File: src/rtl/core/ilcu_pkg.sv
`timescale 1ns / 1ps

package ilcu_pkg;

    localparam int DEF_DEPTH     = 4096;
    localparam int DEF_POS_WIDTH = 16;

    // learning gain: unsigned Q2.14
    localparam int              GAIN_W     = 16;
    localparam int              GAIN_FRAC  = 14;
    localparam logic [GAIN_W-1:0] GAIN_RESET = 16'd8192;

    localparam int ITER_W      = 16;
    localparam int SNUM_W      = 13;
    localparam int QUEUE_DEPTH = 4;

    // input command codes
    localparam logic CMD_SAMPLE   = 1'b0;
    localparam logic CMD_END_PASS = 1'b1;

    // width of one work entry passed from the front to the back
    function automatic int ilcu_entry_w(int pos_w, int addr_w);
        return 2 + addr_w + SNUM_W + ITER_W + 6 * pos_w;
    endfunction

endpackage

File: src/rtl/core/ilcu_fifo.sv
`timescale 1ns / 1ps

module ilcu_fifo import ilcu_pkg::*; #(
    parameter int WIDTH = 8,
    parameter int DEPTH = QUEUE_DEPTH
) (
    input  logic             i_clk,
    input  logic             i_rst_n,
    input  logic             i_push,
    input  logic [WIDTH-1:0] i_data,
    output logic             o_full,
    input  logic             i_pop,
    output logic             o_valid,
    output logic [WIDTH-1:0] o_data
);
    localparam int PW = $clog2(DEPTH);
    localparam int CW = $clog2(DEPTH + 1);

    logic [WIDTH-1:0] r_mem [DEPTH];
    logic [PW-1:0]    r_wr_ptr, n_wr_ptr;
    logic [PW-1:0]    r_rd_ptr, n_rd_ptr;
    logic [CW-1:0]    r_count, n_count;
    logic             do_push;
    logic             do_pop;

    assign o_full  = (r_count == CW'(DEPTH));
    assign o_valid = (r_count != '0);
    assign o_data  = r_mem[r_rd_ptr];
    assign do_push = i_push && !o_full;
    assign do_pop  = i_pop && o_valid;

    always_comb begin
        n_wr_ptr = r_wr_ptr;
        n_rd_ptr = r_rd_ptr;
        n_count  = r_count;
        if (do_push) begin
            n_wr_ptr = (r_wr_ptr == PW'(DEPTH - 1)) ? '0 : r_wr_ptr + 1'b1;
        end
        if (do_pop) begin
            n_rd_ptr = (r_rd_ptr == PW'(DEPTH - 1)) ? '0 : r_rd_ptr + 1'b1;
        end
        case ({do_push, do_pop})
            2'b10:   n_count = r_count + 1'b1;
            2'b01:   n_count = r_count - 1'b1;
            default: n_count = r_count;
        endcase
    end

    always_ff @(posedge i_clk) begin
        if (!i_rst_n) begin
            r_wr_ptr <= '0;
            r_rd_ptr <= '0;
            r_count  <= '0;
        end else begin
            r_wr_ptr <= n_wr_ptr;
            r_rd_ptr <= n_rd_ptr;
            r_count  <= n_count;
        end
    end

    always_ff @(posedge i_clk) begin
        if (do_push) begin
            r_mem[r_wr_ptr] <= i_data;
        end
    end

endmodule

File: config.mk
export PLATFORM = sky130hd
export DESIGN_NAME = ilcu_fifo
export DESIGN_NICKNAME = d
export VERILOG_FILES = /design/src/rtl/core/ilcu_pkg.sv /design/src/rtl/core/ilcu_fifo.sv
export SDC_FILE = /design/constraint.sdc
export NUM_CORES = 1
export LEC_CHECK = 0
export ABC_AREA = 1
export BUFFER_PORTS_ARGS = -buffer_cell sky130_fd_sc_hd__buf_4
export CAP_MARGIN = 20
export CELL_PAD_IN_SITES_DETAIL_PLACEMENT = 0
export CELL_PAD_IN_SITES_GLOBAL_PLACEMENT = 1
export CORE_MARGIN = 1
export CORE_UTILIZATION = 25
export DETAILED_ROUTE_END_ITERATION = 8
export PLACE_DENSITY_LB_ADDON = 0.1
export RECOVER_POWER = 50
export SLEW_MARGIN = 30
export SYNTH_ARGS = -nofsm -noshare
export SYNTH_HDL_FRONTEND = slang
export SYNTH_SLANG_ARGS = --single-unit
File: constraint.sdc
create_clock -name i_clk -period 2 [get_ports i_clk]
set_input_delay 0.4 -clock i_clk [delete_from_list [all_inputs] [get_ports i_clk]]
set_output_delay 0.4 -clock i_clk [all_outputs]
set_load 0.1 [all_outputs]
== Yosys cells after proc, flatten, opt, wreduce, memory -nomap -nowiden ==
Memories as Yosys holds them, arrays and structs flattened. A register that Yosys moved wholly into a read port is not among the register bits.
Index checks and enable logic that the tools add are counted.

* Register bits: 7
* Bits in writable memories: 32
* Input port bits: 12
* Output and inout port bits: 10
* Word-level logic and storage cells: 25
* Memories: 1

* Add/sub/neg operators: 4
* Eq/ne operators: 5
* Mux-type cells: 7
* Reduce and logical (&&, ||, !) cells: 5

{| class="wikitable"
|+ Memories
! name !! words !! bits a word !! rd ports !! clocked after Yosys merged registers in !! write ports !! line !! source
|-
| r_mem || 4 || 8 || 1 || 1 || 1 || ilcu_fifo.sv:19 || <nowiki>logic [WIDTH-1:0] r_mem [DEPTH];</nowiki>
|}

{| class="wikitable"
|+ Operators with widths
! kind !! number
|-
| $mux 2 || 4
|-
| $eq 2x2->1 const B || 3
|-
| $pmux 3 s2 || 1
|-
| $add 2x1->2 const B || 2
|-
| $add 3x1->3 const B || 1
|-
| $eq 3x3->1 const B || 1
|-
| $reduce_bool 3->1 || 1
|-
| $sub 3x1->3 const B || 1
|-
| $eq 2x1->1 const B || 1
|-
| $logic_and 1x1->1 || 2
|-
| $mux 1 || 2
|-
| $reduce_bool 2->1 || 1
|-
| $logic_not 1->1 || 1
|}

== Logic depth before layout (Yosys ltp) ==
* Depth after elaboration: 5
* Gate-level depth with buffers: 13
* Mapped depth without buffers: 13

== Least setup slack after synthesis ==
Ideal clock, no wire load.

* Path kind: reg-to-output
* Start: reg (tool-made name)
* End: out o_data[5]
* Arrival time: 2.109 ns
* Required time: 1.600 ns
* Setup slack: -0.509 ns
* Stages on the path, launching flop included: 5
* Path buffers: 1
* Cells stage by stage: dfxtp_1 > inv_2 > buf_6 > o21ai_2 > o22ai_1

{| class="wikitable"
|+ RTL lines
! item !! line !! source
|-
| end: declaration || ilcu_fifo.sv:14 || <nowiki>output logic [WIDTH-1:0] o_data</nowiki>
|}

==> flow_summary.toml <==
[grt]
antenna_found_initial = 0
use_met2_pct = 18.48
grt_max_degree = 17
grt_use_met1_pct = 12.09
grt.overflow.total = 0
grt.total_usage_pct = 10.75
met3_usage_pct = 4.031
grt_pass1_wl_um = 5623
top_usage_layer = "met2"
first_global_vias = 1120

[sta]
fmax_mhz = 528.3
setup_ws_ns = 0.1072
clock_skew_ns = 0.004508
period_share_pct = 94.64
finalSetupViolations = 0
rsz0062_at_grt = "yes"
fin_setup_tns_ns = 0
relSlewSlack_pct = 79.42
worst_pin_slew_ns = 0.3082
maxSlewViolCount = 0
min_period_ns = 1.893
hold_slack_ns = 0.3727
hold_violations = 0

[die]
die_y_um = 84.17
die_area_um2 = 7084
start_util_pct = 26.28
core_um2 = 6422
chipWidth_um = 84.17
std_cell_rows = 29
pin_count = 22

[yosys]
ys_types = 19
synthCells = 146
yosysSeqAreaShare_pct = 67.61
netlist_area_um2 = 1688
yosys_warnings = 0
synth_area_per_cell_um2 = 11.56
syn_nets = 165
yosys.area.top_type = "edfxtp_1"
synth_area_leaders = "edfxtp_1, dfxtp_1, nor2_1"
ys_ff_latch = 41
synth_top_cell_area_share_pct = 56.93

[cells_and_area]
stdcell_count = 257
final_layout_size_suffix_gt1_share_pct = 24.44
final_nets = 198
n_antenna_cell = 0
area_growth_pct = 25.65
nFillCells = 674

[route]
avgViaCountPerCell = 4.319
vias = 1110
drcViolationCount = 4
routed_wl_um = 3485
routedWlPerCell_um = 13.56
drt_pass1_iterations = 6
ant_nets = 0
drt_first_iter_violations = 53

[clock_tree]
insertion_delay_ns = 0.29
clockRootBuffer = "clkbuf_8"
cts_max_level = 2
cts.sinks = 41
clk_pin_slew_ns = 0.07
cts_buffers = 5
cts_tree = "yes"
cts.path.max_buffers = 2
cts_setup_buffers = 0

[outcome]
outcome = "finished with violations"
violations = "DRC"

[critical_path]
cpPeakStageDelay_ns = 0.35
crit_type = "reg -> out"
crit_path_top_delay_cell = "dfxtp_1"
rr_startpoint = "r_count[1]"
worstPathRequired_ns = 1.60
cp_max_fo = 16
worstPathArrival_ns = 1.49
worstPathCellList = "inv_2, nor2_1, o22ai_2, buf_4"
critPathTopFamily = "buffers and inverters"
cp-end-kind = "output pin"
cp-start-kind = "flip-flop"
crit_buf_inv = 2

[hold_path]
min_from = "i_data[7]"
holdCritPathClass = "in -> reg"

[flow_run]
cap_violations = 0

[placement]
portBuffers = 21
place_ws_ns = 0.1964
placedCellCount = 249
place_congestion = 0.8619
dpl.hpwl_um = 2458
## metrics by stage
stage / utilization [%] / instance area, µm²
after floorplan: - / 1740
after global placement: 31.52 / 2024
after detailed placement: 31.52 / 2024
after CTS: 33.33 / 2141
after global routing: 33.02 / 2121
final: 33.02 / 2121
## sequential cells by signal (all words and copies together) (netlist names), named ones only
register,count
r_count,3
r_mem,32
r_wr_ptr,2
r_rd_ptr,2
## cell usage in the layout, fill, tap and decap left out, types with 2 or more instances in the layout
master / count
inv_1: 16
nor2_2: 2
a21oi_1: 3
o21ai_1: 2
clkbuf_8: 6
nor2_1: 29
o21ai_0: 14
ha_1: 6
o21ai_2: 2
edfxtp_1: 32
dfxtp_1: 8
clkbuf_1: 9
buf_4: 20
nand2_1: 13
o22ai_2: 8
## what timing repair did
| item | 4_1_cts | 5_1_grt |
|---|---|---|
| resized for setup | 0 | 3 |
| hold buffers | 0 | 0 |
| hold endpoints to repair | 0 | 0 |
| endpoints found under the setup margin | 0 | 9 |
## area by class of cell
class                   count  area (µm²)  share of cell area (%)
inverters                  18       71.32                   3.363
multi-input cells          85       514.2                   24.25
clock buffers               7       86.33                   4.071
clock inverters             1       30.03                   1.416
flip-flops and latches     41        1142                   53.86
repair buffers             28       180.2                   8.496
well taps                  77       96.34                   4.543
## cell usage after synthesis
cell type and instances:
inv_2 1, fa_1 1, dfxtp_1 9, o22ai_1 8
edfxtp_1 32, a21oi_1 3, nor2_1 29, nand2_2 1
nand3_1 1, o21ai_2 2, o21ai_1 2, ha_1 6
inv_1 17, nand2_1 14, o21ai_0 14, nand4_1 1
nand3b_1 1, buf_6 2, nor2_2 2
## worst paths after layout
path / end / slack [ns] / cells past startpoint
setup / recovery: o_data[3] / 0.11 / 4
setup reg to reg: r_count[2] / 0.22 / 12
hold / removal: r_mem[2][7] / 0.37 / 1
hold reg to reg: r_count[0] / 0.54 / 2
## kinds of logic (layout without fill, tap and decap cells)
| logic type | Yosys count | in the layout | synth area share [%] |
|---|---|---|---|
| fa+ha+maj | 7 | 7 | 5.634 |
| buf+inv | 20 | 54 | 5.337 |
| compound gates | 29 | 29 | 9.637 |
| flops | 41 | 41 | 67.61 |
| simple gates | 49 | 49 | 11.79 |
## per-layer routing
metal	routed length (µm)	up-vias
met5	0	-
met4	66	0
met3	160	8
met2	1747	21
met1	1511	519
li1	-	562
Power is not shown: default switching activity piles up to over one toggle a cycle in this logic, so the estimate is an artifact.
