## src/rtl/core/ilcu_pkg.sv

```systemverilog
`timescale 1ns / 1ps

package ilcu_pkg;

    localparam int DEF_DEPTH     = 4096;
    localparam int DEF_POS_WIDTH = 16;

    // learning gain: unsigned Q2.14
    localparam int              GAIN_W     = 16;
    localparam int              GAIN_FRAC  = 14;
    localparam logic [GAIN_W-1:0] GAIN_RESET = 16'd8192;

    localparam int ITER_W      = 16;
    localparam int SNUM_W      = 13;
    localparam int QUEUE_DEPTH = 4;

    // input command codes
    localparam logic CMD_SAMPLE   = 1'b0;
    localparam logic CMD_END_PASS = 1'b1;

    // width of one work entry passed from the front to the back
    function automatic int ilcu_entry_w(int pos_w, int addr_w);
        return 2 + addr_w + SNUM_W + ITER_W + 6 * pos_w;
    endfunction

endpackage

```

## src/rtl/core/ilcu_if.sv

```systemverilog
`timescale 1ns / 1ps

interface ilcu_smp_if import ilcu_pkg::*; #(
    parameter int POS_WIDTH = DEF_POS_WIDTH
);
    logic                        valid;
    logic                        ready;
    logic                        command;
    logic signed [POS_WIDTH-1:0] ref_x;
    logic signed [POS_WIDTH-1:0] ref_y;
    logic signed [POS_WIDTH-1:0] ref_z;
    logic signed [POS_WIDTH-1:0] meas_x;
    logic signed [POS_WIDTH-1:0] meas_y;
    logic signed [POS_WIDTH-1:0] meas_z;

    modport source (output valid, command, ref_x, ref_y, ref_z, meas_x, meas_y, meas_z,
                    input ready);
    modport sink   (input valid, command, ref_x, ref_y, ref_z, meas_x, meas_y, meas_z,
                    output ready);
endinterface


```

## src/rtl/core/ilcu_front.sv

```systemverilog
`timescale 1ns / 1ps

module ilcu_front import ilcu_pkg::*; #(
    parameter int DEPTH     = DEF_DEPTH,
    parameter int POS_WIDTH = DEF_POS_WIDTH
) (
    input  logic                   i_clk,
    input  logic                   i_rst_n,
    ilcu_smp_if.sink               i_smp,
    output logic                   o_push,
    output logic [ilcu_entry_w(POS_WIDTH, $clog2(DEPTH))-1:0] o_entry,
    input  logic                   i_full
);
    localparam int AW = $clog2(DEPTH);
    localparam int IW = $clog2(DEPTH + 1);

    typedef struct packed {
        logic                        has_hist;
        logic                        ovf;
        logic [AW-1:0]               addr;
        logic [SNUM_W-1:0]           snum;
        logic [ITER_W-1:0]           pass;
        logic signed [POS_WIDTH-1:0] ref_x;
        logic signed [POS_WIDTH-1:0] ref_y;
        logic signed [POS_WIDTH-1:0] ref_z;
        logic signed [POS_WIDTH-1:0] meas_x;
        logic signed [POS_WIDTH-1:0] meas_y;
        logic signed [POS_WIDTH-1:0] meas_z;
    } t_entry;

    logic [IW-1:0]     r_sample_index, n_sample_index;
    logic [IW-1:0]     r_filled, n_filled;
    logic [ITER_W-1:0] r_pass, n_pass;
    logic              accept;
    logic              ovf;
    t_entry            entry;

    assign i_smp.ready = !i_full;
    assign accept      = i_smp.valid && i_smp.ready;
    assign ovf         = (r_sample_index == IW'(DEPTH));

    always_comb begin
        entry.has_hist = !ovf && (r_sample_index < r_filled);
        entry.ovf      = ovf;
        entry.addr     = r_sample_index[AW-1:0];
        entry.snum     = SNUM_W'(r_sample_index);
        entry.pass     = r_pass;
        entry.ref_x    = i_smp.ref_x;
        entry.ref_y    = i_smp.ref_y;
        entry.ref_z    = i_smp.ref_z;
        entry.meas_x   = i_smp.meas_x;
        entry.meas_y   = i_smp.meas_y;
        entry.meas_z   = i_smp.meas_z;
    end

    assign o_entry = entry;
    assign o_push  = accept && (i_smp.command == CMD_SAMPLE);

    always_comb begin
        n_sample_index = r_sample_index;
        n_filled       = r_filled;
        n_pass         = r_pass;
        if (accept) begin
            if (i_smp.command == CMD_END_PASS) begin
                n_sample_index = '0;
                n_pass         = r_pass + 1'b1;
            end else if (!ovf) begin
                n_sample_index = r_sample_index + 1'b1;
                if (r_sample_index >= r_filled) begin
                    n_filled = r_sample_index + 1'b1;
                end
            end
        end
    end

    always_ff @(posedge i_clk) begin
        if (!i_rst_n) begin
            r_sample_index <= '0;
            r_filled       <= '0;
            r_pass         <= '0;
        end else begin
            r_sample_index <= n_sample_index;
            r_filled       <= n_filled;
            r_pass         <= n_pass;
        end
    end

endmodule

```

## src/flat_wrapper.sv

```systemverilog
// flat-port wrapper written by rule: the top's interface ports become plain ports
module ilcu_front_flat import ilcu_pkg::*;
#(
    parameter int DEPTH     = DEF_DEPTH,
    parameter int POS_WIDTH = DEF_POS_WIDTH
)
  (i_clk, i_rst_n, o_push, o_entry, i_full, i_smp_valid, i_smp_command, i_smp_ref_x, i_smp_ref_y, i_smp_ref_z, i_smp_meas_x, i_smp_meas_y, i_smp_meas_z, i_smp_ready);
  ilcu_smp_if #(.POS_WIDTH(POS_WIDTH)) i_smp_i ();
  input  logic i_clk;
  input  logic i_rst_n;
  output logic o_push;
  output logic [ilcu_entry_w(POS_WIDTH, $clog2(DEPTH))-1:0] o_entry;
  input  logic i_full;
  input wire logic [$bits(i_smp_i.valid)-1:0] i_smp_valid;
  input wire logic [$bits(i_smp_i.command)-1:0] i_smp_command;
  input wire logic [$bits(i_smp_i.ref_x)-1:0] i_smp_ref_x;
  input wire logic [$bits(i_smp_i.ref_y)-1:0] i_smp_ref_y;
  input wire logic [$bits(i_smp_i.ref_z)-1:0] i_smp_ref_z;
  input wire logic [$bits(i_smp_i.meas_x)-1:0] i_smp_meas_x;
  input wire logic [$bits(i_smp_i.meas_y)-1:0] i_smp_meas_y;
  input wire logic [$bits(i_smp_i.meas_z)-1:0] i_smp_meas_z;
  output wire logic [$bits(i_smp_i.ready)-1:0] i_smp_ready;
  assign i_smp_i.valid = i_smp_valid;
  assign i_smp_i.command = i_smp_command;
  assign i_smp_i.ref_x = i_smp_ref_x;
  assign i_smp_i.ref_y = i_smp_ref_y;
  assign i_smp_i.ref_z = i_smp_ref_z;
  assign i_smp_i.meas_x = i_smp_meas_x;
  assign i_smp_i.meas_y = i_smp_meas_y;
  assign i_smp_i.meas_z = i_smp_meas_z;
  assign i_smp_ready = i_smp_i.ready;
  ilcu_front #(.DEPTH(DEPTH), .POS_WIDTH(POS_WIDTH)) u_core (.i_clk(i_clk), .i_rst_n(i_rst_n), .i_smp(i_smp_i), .o_push(o_push), .o_entry(o_entry), .i_full(i_full));
endmodule
```

## config.mk

```make
export PLATFORM = sky130hd
export DESIGN_NAME = ilcu_front_flat
export DESIGN_NICKNAME = d
export VERILOG_FILES = /design/src/rtl/core/ilcu_pkg.sv /design/src/rtl/core/ilcu_if.sv /design/src/rtl/core/ilcu_front.sv /design/src/flat_wrapper.sv
export SDC_FILE = /design/constraint.sdc
export NUM_CORES = 1
export LEC_CHECK = 0
export ABC_AREA = 1
export BUFFER_PORTS_ARGS = -buffer_cell sky130_fd_sc_hd__buf_2
export CORE_UTILIZATION = 36
export DETAILED_ROUTE_END_ITERATION = 6
export GPL_ROUTABILITY_DRIVEN = 0
export PLACE_DENSITY = 0.81
export SETUP_SLACK_MARGIN = 0.02
export SYNTH_ARGS = -nofsm -noshare
export SYNTH_HDL_FRONTEND = slang
export SYNTH_SLANG_ARGS = --single-unit
```

## constraint.sdc

```tcl
create_clock -name i_clk -period 2 [get_ports i_clk]
set_input_delay 0.1 -clock i_clk [delete_from_list [all_inputs] [get_ports i_clk]]
set_output_delay 0.1 -clock i_clk [all_outputs]
set_load 0.02 [all_outputs]
```

Word-level counts from Yosys, hierarchy flattened
Index checks and enable logic that the tools add are counted.
- bits in registers: 42
- bits in latches: 0
- RAM bits: 0
- memory bits (read-only): 0
- input bits: 101
- output and inout bits: 141
- word-level logic and storage cells: 21
- memories: 0
- $add $sub $neg: 2
- $mul: 0
- divide/modulo/power cells: 0
- order comparisons: 2
- eq/ne operators: 2
- shift operators: 0
- multiplexer cells: 2
- bitwise operators: 2
- reductions and logical operators: 8
- operators with widths (operator ; number):
    two-way mux 13 bit ; 2
    adder 16 x 1 -> 16 bit (second input constant) ; 1
    adder 13 x 1 -> 13 bit (second input constant) ; 1
    equality test 13 bit (second input constant) ; 1
    >= comparator 13 bit ; 1
    < comparator 13 bit ; 1
    AND reduction 2 bit ; 2
    AND reduction 4 bit ; 1
    logical AND 1 bit ; 3
    zero test 1 bit ; 2
    != test 2 bit (second input constant) ; 1
    inverter 1 bit ; 2

Logic depth before layout (Yosys ltp)
Gate-level depths: netlist (run 1).
- depth after elaboration: 3
- depth in mapped cells: 12
- gate-level depth less buffers: 12

Worst setup path before layout (run 1)
OpenSTA, ideal clock, no wires.
- path type: reg-to-reg
- start: register u_core.r_sample_index[8]
- end: register u_core.r_filled[10]
- setup time: 0.115 ns
- arrival time: 1.702 ns
- required time: 1.885 ns
- path slack: 0.183 ns
- stages on the path, launching flop included: 11
- buffers on the path: 1
- clock period less this slack: 1.817 ns
- cell sequence: dfxtp_1 ha_1 nand2_1 inv_1 nand2_1 nand2_1 a21oi_1 nand3_2 buf_4 a21oi_1 nor2_1
- longest elaborated chain between the ends: 3
- elaborated cells on any way between the ends: 5
- those cells by class: add/sub: 1; order compare: 1; eq/ne: 1; bitwise: 1; reduce/logical: 1
- ends and longest elaborated chain (element ; line ; text):
    from (decl) ; ilcu_front.sv:31 ; logic [IW-1:0] r_sample_index, n_sample_index;
    from (signal assigned) ; ilcu_front.sv:82 ; r_sample_index <= n_sample_index;
    parallel branches: the longest is 3 deep, another holds >= comparator 13 bit ; - ;
    to (signal assigned) ; ilcu_front.sv:83 ; r_filled <= n_filled;
    to (decl) ; ilcu_front.sv:32 ; logic [IW-1:0] r_filled, n_filled;
Several ways; the timed one is not identified.
A chain may end at the register's enable or synchronous reset.

Final worst setup path (run 1)
- start: register u_core.r_filled[10]
- end: output port o_entry[138]
- longest elaborated chain between the ends: 2
- ends and longest elaborated chain (element ; line ; text):
    < comparator 13 bit ; ilcu_front.sv:43 ; entry.has_hist = !ovf && (r_sample_index < r_filled);
    logical AND 1 bit ; ilcu_front.sv:43 ;
    to (decl) ; flat_wrapper.sv:12 ; output logic [ilcu_entry_w(POS_WIDTH, $clog2(DEPTH))-1:0] o_entry;
No other way between the ends.

==> reports/metrics.cfg, run 1 <==
[worst_setup_path]
rr_worst_depth=10
end_kind=primary output
crit_arrival_ns=1.80
worst_ep_required_time_ns=1.90
r2r_start=u_core.r_sample_index[0]$_SDFFE_PN0P_
critPathLaunchType=register
r2r_slack_ns=0.20
r2r_end=u_core.r_filled[5]$_SDFFE_PN0P_
worstSetupPathType=register to primary output
cp_max_fo=2

[synthesis]
yosys_most_used_dff=dfxtp_1
synth-edff-count=0
yosysSeqAreaShare=0.239
syn-num-nets=609
ys_types=37
mappedNetlistArea_mm2=0.00351
avgSynthCellArea_um2=7.14
syn_inst=492
ys_warn_count=0
synth-seq-cells=42
async_flop_share=0

[detailed_routing]
drc=0
ant_nets=0
totalWireLength_um=7810
via_per_inst=4.81
dr.first_iter.drc_count=144
post_drt_wl_per_cell_um=13.6
drtPass1Iterations=4
vias=2763

[layout]
final_area_mm2=0.00326
fin_nets=562
diodes=0
multi_input_comb_area_mm2=0.00157
seq_area_um2=843
final.fill_count=979
syn_to_final_growth_pct=-7.12
drive_gt1_frac=0.270

[placed_design]
placed_area_mm2=0.00314
port_buffers=49
dp_hpwl_um=6010
place_ws_ns=0.0665

[floorplanning]
ios=242
fp.dieH_um=101
dieArea_mm2=0.0102
placementRows=35
die_w_um=101
start_util=0.377
coreArea_mm2=0.00933

[sta]
slew_headroom=0.709
post-route-min-period_ns=1.90
setup_viol=0
skew_ns=0.0113
fin_crit_sh=0.948
fin_ws_ns=0.104
timing_hold_violations_final=0
rsz0062_at_grt=yes
fmax_ghz=0.527
slew_violations=0
tightest_slew_ns=0.437
finalSetupTns_ns=0

[min_path]
hold_depth=0
min_to=o_entry[18]
worstHoldStart=i_smp_meas_y[2]
hold_class=input port to primary output

[grt]
grt_usage=0.159
grt_overflow_total=0
antenna_found_initial=0
grt_pass1_wl_um=12700
grt_pass1_vias=2666
grt_max_degree=24

[clock_network]
ctsHoldBuffers=0
clk_latency_ns=0.30
htree_levels=2
cts_root_buf=clkbuf_8
numCtsBuffers=5
clock_path_buffers=2
tritoncts=yes
clk_pin_slew_ns=0.08
cts_num_sinks=42

[pwr]
leakagePower_nw=1.51
p_per_area_mw_per_mm2=608
power_mw=1.99
ir_drop_v=0.000304

[run]
cap_violations=0

[run_status]
outcome=finished clean

stage by stage:
| step | std cells | utilization | hold slack (ns) |
|---|---|---|---|
| finish | 574 | 0.350 | 0.200 |
| global route | 574 | 0.350 | 0.200 |
| CTS | 572 | 0.345 | 0.200 |
| detailed placement | 565 | 0.337 | 0.200 |
| global placement | 565 | 0.337 | 0.200 |
| floorplan | 492 | - | 0.238 |
cell families (layout without fill, tap and decap cells):
group | count (synthesis) | count (layout) | share of synthesized area
xor gates and xnor gates | 8 | 8 | 0.0199
and+or+nand+nor | 202 | 202 | 0.284
adders and majority gates | 16 | 16 | 0.0570
AOI/OAI and AO/OA | 50 | 50 | 0.0840
DFF | 42 | 42 | 0.239
buffers and inverters | 174 | 127 | 0.316
registers in the layout, indices dropped and copies added (netlist names):
register	count
u_core.r_filled	13
u_core.r_pass	16
u_core.r_sample_index	13
routing by layer:
metal,track usage,wire [um],vias up
met1,0.164,2960,1250
met2,0.276,3670,121
met3,0.0541,746,45
met5,0,0,-
met4,0.105,438,0
li1,-,-,1347
timing repair:
item / 4_1_cts / 5_1_grt
pin swaps: 0 / 1
setup buffers: 0 / 2
hold endpoints to repair: 0 / 0
gates resized for setup: 2 / 6
setup endpoints to repair: 1 / 22
final cells by class:
type	instances	area share
multi-input cells	276	0.482
clock buffers	7	0.0234
well taps	129	0.0494
repair buffers	66	0.124
flip-flops and latches	42	0.258
inverters	54	0.0629
how the worst max path moves through the flow:
| stage | slack [ns] | from | endpoint | cells after the start |
|---|---|---|---|---|
| after floorplan | 0.18 | u_core.r_sample_index[8]$_SDFFE_PN0P_ | u_core.r_filled[10]$_SDFFE_PN0P_ | 10 |
| after CTS | 0.03 | u_core.r_filled[8]$_SDFFE_PN0P_ | o_entry[138] | 10 |
| final | 0.10 | u_core.r_filled[10]$_SDFFE_PN0P_ | o_entry[138] | 10 |
| after global routing | -0.07 | u_core.r_filled[10]$_SDFFE_PN0P_ | o_entry[138] | 10 |
| after detailed placement | 0.07 | u_core.r_sample_index[0]$_SDFFE_PN0P_ | u_core.r_sample_index[7]$_SDFFE_PN0P_ | 8 |
| after global placement | 0.12 | u_core.r_sample_index[0]$_SDFFE_PN0P_ | u_core.r_sample_index[7]$_SDFFE_PN0P_ | 8 |
where the power goes:
group | leakage (nW) | switching (mW) | total [mW] | internal, mW
sequential | 0.341 | 0.0224 | 0.894 | 0.872
clock | 0.0383 | 0.285 | 0.526 | 0.241
combinational | 1.13 | 0.361 | 0.565 | 0.204
worst max-delay path: stages, from the launching register on:
cell	delay, ns
dfxtp_1	0.34
inv_1	0.05
ha_1	0.28
nand2_1	0.09
nor2_2	0.13
inv_1	0.07
nor2_2	0.14
nand2_1	0.10
nand2_1	0.09
nor2_2	0.05
buf_4	0.15
cells in the final DEF, fill, tap and decap left out, types with 3 or more instances in the layout:
| cell type | Yosys | routed |
|---|---|---|
| buf_4 | 111 | 15 |
| nor3_1 | 6 | 6 |
| a21oi_2 | 6 | 7 |
| ha_1 | 16 | 16 |
| clkbuf_8 | 0 | 5 |
| nor3_4 | 3 | 3 |
| nor2_4 | 3 | 3 |
| xor2_1 | 7 | 7 |
| nand4_1 | 7 | 7 |
| dfxtp_1 | 42 | 40 |
| nor2_2 | 1 | 4 |
| a21oi_1 | 32 | 31 |
| nand3_1 | 25 | 25 |
| nand2_1 | 94 | 94 |
| inv_2 | 10 | 10 |
| nor2_1 | 42 | 39 |
| nand3_2 | 3 | 3 |
| inv_1 | 43 | 43 |
| o21ai_0 | 5 | 5 |
| buf_2 | 1 | 48 |
| nand2_2 | 6 | 6 |
| nor3_2 | 4 | 4 |
cell usage after synthesis, drive strengths merged (2+ instances only):
cell,count,area share
nor3,13,0.034
inv,54,0.058
o21ai,9,0.017
ha,16,0.057
nand4,8,0.016
clkbuf,3,0.0032
a21oi,38,0.061
nand3b,2,0.0043
nand3,29,0.049
xor2,7,0.017
a211oi,2,0.0043
dfxtp,42,0.24
nor3b,2,0.0057
nor2,47,0.062
nand2,100,0.11
buf,117,0.25
No activity file was read; power rests on OpenSTA's default activity.
==> run 2, diff against run 1 <==
CORE_AREA = 2 2 93 95   (was not set)
CORE_UTILIZATION = not set   (was 36)
DIE_AREA = 0 0 95 97   (was not set)
GPL_TIMING_DRIVEN = 0   (was not set)
PLACE_DENSITY = 0.93   (was 0.81)
clock period = 2.43 ns   (was 2 ns; I/O delays follow)
==> run 2 against run 1 <==
Effect of this change: register-to-register slack improved by 0.28 ns; sequential power decreased by 18%; critical endpoint unchanged; clock skew decreased by 0.0073 ns.
==> reports/metrics.cfg, run 2 (synthesis gave the netlist of run 1 again) <==
[detailed_routing]
drc=0
post_drt_wl_per_cell_um=11.1
via_per_inst=4.65
vias=3486
drtPass1Iterations=4
ant_nets=0
totalWireLength_um=8320
dr.first_iter.drc_count=126

[sta]
slew_violations=0
timing_hold_violations_final=0
rsz0062_at_grt=no
fin_crit_sh=0.841
fin_ws_ns=0.386
setup_viol=0
finalSetupTns_ns=0
post-route-min-period_ns=2.04
tightest_slew_ns=0.703
hold_ws_ns=0.106
fmax_ghz=0.489
slew_headroom=0.532
skew_ns=0.00400

[clock_network]
clk_latency_ns=0.30
clock_path_buffers=2
cts_root_buf=clkbuf_8
post_cts_resized=0
numCtsBuffers=5
cts_num_sinks=42
htree_levels=2
ctsHoldBuffers=0
post_cts_buffers=0
tritoncts=yes
clk_pin_slew_ns=0.08

[layout]
final.fill_count=777
regMostFlops=u_core.r_pass
final_area_mm2=0.00447
syn_to_final_growth_pct=27.1
fin_nets=761
top_regs=u_core.r_pass: 16 flops, u_core.r_filled: 13 flops, u_core.r_sample_index: 13 flops
final_common_cell=buf_2
final_util=0.549
final-instance-count-excl-fill=750
drive_gt1_frac=0.485
mostFrequentLayoutCells=146 x buf_2, 111 x buf_4, 94 x nand2_1
largest_register_ffs=16
diodes=0

[worst_setup_path]
end_kind=primary output
endpoint=o_entry[138]
crit_arrival_ns=1.92
critPathLaunch=u_core.r_sample_index[8]$_SDFFE_PN0P_
cp_slowest_cell=dfxtp_1
cp_cell_sequence=ha_1, a21oi_1, nand2_1, a21oi_1, nand2_1, nor2_1, buf_2
worstSetupPathType=register to primary output
r2r_end=u_core.r_filled[7]$_SDFFE_PN0P_
critPathLaunchType=register
cp_max_fo=8
rr_worst_depth=8
r2r_start=u_core.r_sample_index[8]$_SDFFE_PN0P_
r2r_slack_ns=0.48
critPathMaxStageDelay_ns=0.54
worst_ep_required_time_ns=2.31

[floorplanning]
dieArea_mm2=0.00922
placementRows=33
fp.dieH_um=97
start_util=0.432
die_w_um=95
ios=242
coreArea_mm2=0.00813

[pwr]
p_per_area_mw_per_mm2=433
power_mw=1.94
ir_drop_v=0.000327
leakagePower_nw=2.37

[placed_design]
place_ws_ns=0.458
dp.cells=742
dp_hpwl_um=6870
port_buffers=145
placed_area_mm2=0.00437

[grt]
grt_max_degree=14
grt_usage=0.177
grt_overflow_total=0
antenna_found_initial=0
grt_pass1_vias=3179
grt_pass1_wl_um=13400

[min_path]
hold_class=input port to register

[run_status]
outcome=finished clean

[run]
cap_violations=0

[run 2: critical path, delay by kind of cell, from the launching register on]
| family | cells | cell delay [ns] |
|---|---|---|
| adders and majority gates | 1 | 0.30 |
| AOI/OAI and AO/OA | 2 | 0.33 |
| buffers and inverters | 1 | 0.18 |
| and+or+nand+nor | 3 | 0.26 |
| DFF | 1 | 0.54 |
[run 2: metal layers]
| metal | vias up | GRT usage | wire (um) |
|---|---|---|---|
| li1 | 1755 | - | - |
| met5 | - | 0 | 0 |
| met4 | 0 | 0.0513 | 129 |
| met3 | 15 | 0.0280 | 749 |
| met2 | 184 | 0.339 | 4300 |
| met1 | 1532 | 0.195 | 3150 |
[run 2: report_power, final]
| part | internal [mW] | switching, mW | total, mW |
|---|---|---|---|
| sequential | 0.717 | 0.0169 | 0.734 |
| combinational | 0.299 | 0.421 | 0.719 |
| clock | 0.229 | 0.254 | 0.482 |
| total | 1.24 | 0.691 | 1.94 |
[run 2: final cells by class]
| cell class | count | area [um^2] | share of cell area |
|---|---|---|---|
| flip-flops and latches | 42 | 841 | 0.188 |
| well taps | 105 | 131 | 0.0294 |
| inverters | 54 | 205 | 0.0459 |
| plain buffers | 120 | 906 | 0.203 |
| multi-input cells | 276 | 1560 | 0.350 |
| clock buffers | 6 | 82.6 | 0.0185 |
| clock inverters | 2 | 12.5 | 0.00280 |
| repair buffers | 145 | 726 | 0.162 |
[run 2: how the worst min path moves through the flow]
stage / endpoint / slack (ns) / cells after the start / from
2_1_floorplan: u_core.r_pass[0]$_SDFFE_PN0P_ / 0.26 / 2 / i_rst_n
3_3_place_gp: u_core.r_pass[0]$_SDFFE_PN0P_ / 0.41 / 3 / i_rst_n
3_5_place_dp: u_core.r_pass[8]$_SDFFE_PN0P_ / 0.42 / 3 / i_rst_n
4_1_cts: u_core.r_pass[0]$_SDFFE_PN0P_ / 0.1 / 3 / i_rst_n
5_1_grt: u_core.r_pass[0]$_SDFFE_PN0P_ / 0.14 / 3 / i_rst_n
6_report: u_core.r_pass[0]$_SDFFE_PN0P_ / 0.11 / 3 / i_rst_n
==> run 3, diff against run 2 <==
CORE_AREA = not set   (was 2 2 93 95)
CORE_UTILIZATION = 42   (was not set)
DIE_AREA = not set   (was 0 0 95 97)
PLACE_DENSITY = 0.91   (was 0.93)
clock period = 1.9 ns   (was 2.43 ns; I/O delays follow)
==> run 3 against run 2 <==
Effect of this change: count of clock-buffer cells in the layout decreased by 1; non-clock buffer count grew 14; register-to-register slack got worse by 0.42 ns; setup slack lost 0.32 ns.
==> reports/metrics.cfg, run 3 (synthesis gave the netlist of run 1 again) <==
[detailed_routing]
vias=3664
dr.first_iter.drc_count=220
drc=0
ant_nets=0
drtPass1Iterations=5
totalWireLength_um=9660
post_drt_wl_per_cell_um=12.7
via_per_inst=4.81

[placed_design]
port_buffers=145
place_ws_ns=-0.101
dp_hpwl_um=7140

[pwr]
switching_share=0.343
power.share.clock=0.298
p_switching_mw=0.999
p_int_mw=1.92
p_per_area_mw_per_mm2=599
ir_drop_v=0.000359
leakagePower_nw=2.50
power_mw=2.92
pwr-share-seq=0.319
power_frac_comb=0.382

[worst_setup_path]
r2r_end=u_core.r_sample_index[6]$_SDFFE_PN0P_
worst_ep_required_time_ns=2.14
r2r_slack_ns=0.06
crit_arrival_ns=2.07
cp_max_fo=5
rr_worst_depth=10
end_kind=register
worstSetupPathType=register to register
r2r_start=u_core.r_sample_index[0]$_SDFFE_PN0P_
critPathLaunchType=register

[sta]
slew_headroom=0.511
post-route-min-period_ns=1.84
rsz0062_at_grt=yes
timing_hold_violations_final=0
tightest_slew_ns=0.733
slew_violations=0
skew_ns=0.00968
fin_ws_ns=0.0625
setup_viol=0
fin_crit_sh=0.967
fmax_ghz=0.544

[clock_network]
cts_root_buf=clkbuf_8
clk_latency_ns=0.31
tritoncts=yes
clock_path_buffers=2
cts_num_sinks=42
numCtsBuffers=5
ctsHoldBuffers=0
htree_levels=2
clk_pin_slew_ns=0.09

[layout]
syn_to_final_growth_pct=38.5
final.fill_count=679
top_regs=u_core.r_pass: 16 flops, u_core.r_filled: 13 flops, u_core.r_sample_index: 13 flops
final_util=0.614
final_common_cell=buf_2
largest_register_ffs=16
drive_gt1_frac=0.564
regMostFlops=u_core.r_pass
diodes=0
mostFrequentLayoutCells=145 x buf_2, 121 x buf_4, 85 x nand2_1
fin_nets=775

[grt]
grt_max_degree=15
grt_usage=0.190
grt_overflow_total=0
grt_pass1_vias=3136
grt_pass1_wl_um=13200
antenna_found_initial=0

[min_path]
hold_class=input port to register
hold_depth=3
worstHoldStart=i_rst_n
min_to=u_core.r_pass[0]$_SDFFE_PN0P_

[floorplanning]
fp.dieH_um=93.5
start_util=0.443
coreArea_mm2=0.00793
dieArea_mm2=0.00874
die_w_um=93.5
placementRows=32
ios=242

[run]
cap_violations=0

[run_status]
outcome=finished clean

run 3: cell types whose count changed in the layout (fill, tap and decap cells not counted), moves of 9 or more:
| cell | change |
|---|---|
| dfxtp_1 | -19 |
| buf_4 | +10 |
| dfxtp_4 | +10 |
| dfxtp_2 | +9 |
| nand2_1 | -9 |
| nand2_2 | +9 |
run 3: final cells by class:
cell class | count | area [um^2] | area share
sequential | 42 | 890 | 0.183
tap | 102 | 128 | 0.0262
multi-input combinational | 276 | 1730 | 0.356
clock buffer | 5 | 68.8 | 0.0141
clock inverter | 3 | 68.8 | 0.0141
timing repair buffer | 159 | 857 | 0.176
buffer | 120 | 910 | 0.187
inverter | 54 | 213 | 0.0437
run 3: metrics by stage:
step	hold slack (ns)	instance area (um^2)	std cells	setup TNS (ns)
final	0.0668	4870	761	0
after global routing	0.0819	4870	761	-0.00579
after CTS	0.0625	4550	749	0
after detailed placement	0.397	4370	739	-0.998
after global placement	0.386	4370	739	-0.341
after floorplan	0.233	3510	492	0
run 3: worst max path at each step:
stage,startpoint,to,slack (ns),cells past startpoint
CTS,u_core.r_sample_index[12]$_SDFFE_PN0P_,o_entry[138],0.02,9
detailed placement,u_core.r_sample_index[8]$_SDFFE_PN0P_,u_core.r_filled[11]$_SDFFE_PN0P_,-0.10,8
finish,u_core.r_sample_index[0]$_SDFFE_PN0P_,u_core.r_sample_index[6]$_SDFFE_PN0P_,0.06,10
global placement,u_core.r_sample_index[8]$_SDFFE_PN0P_,u_core.r_filled[2]$_SDFFE_PN0P_,-0.03,10
global route,u_core.r_filled[11]$_SDFFE_PN0P_,o_entry[138],-0.006,10
floorplan,u_core.r_sample_index[8]$_SDFFE_PN0P_,u_core.r_filled[10]$_SDFFE_PN0P_,0.08,10
run 3: repair_timing:
action	in CTS	in global routing
setup endpoints to repair	15	23
buffers inserted	2	11
pin swaps	1	14
gates cloned	0	1
resized for setup	19	52
run 3: metal layers:
layer / vias to the layer above / global-route usage / share of wire
met5: - / 0 / 0
met2: 236 / 0.379 / 0.54
met4: 0 / 0.0603 / 0.019
met1: 1627 / 0.188 / 0.34
li1: 1779 / - / -
met3: 22 / 0.0504 / 0.098
run 3: critical path, cell delays in order, from the launching register on:
cell	delay, ns
dfxtp_4	0.37
inv_4	0.08
ha_4	0.13
nand2_1	0.06
nor3_2	0.25
nand3_2	0.15
buf_6	0.15
o21ai_4	0.21
buf_6	0.17
nand2_2	0.06
a21oi_2	0.12
run 3: power by group through the flow:
stage,clock network [mW],registers (mW),logic (mW)
after CTS,0.876,0.939,0.962
after floorplan,0,0.958,0.705
after global routing,0.918,0.934,1.20
final,0.870,0.931,1.11
after detailed placement,0,0.960,0.928
after global placement,0,0.958,0.902
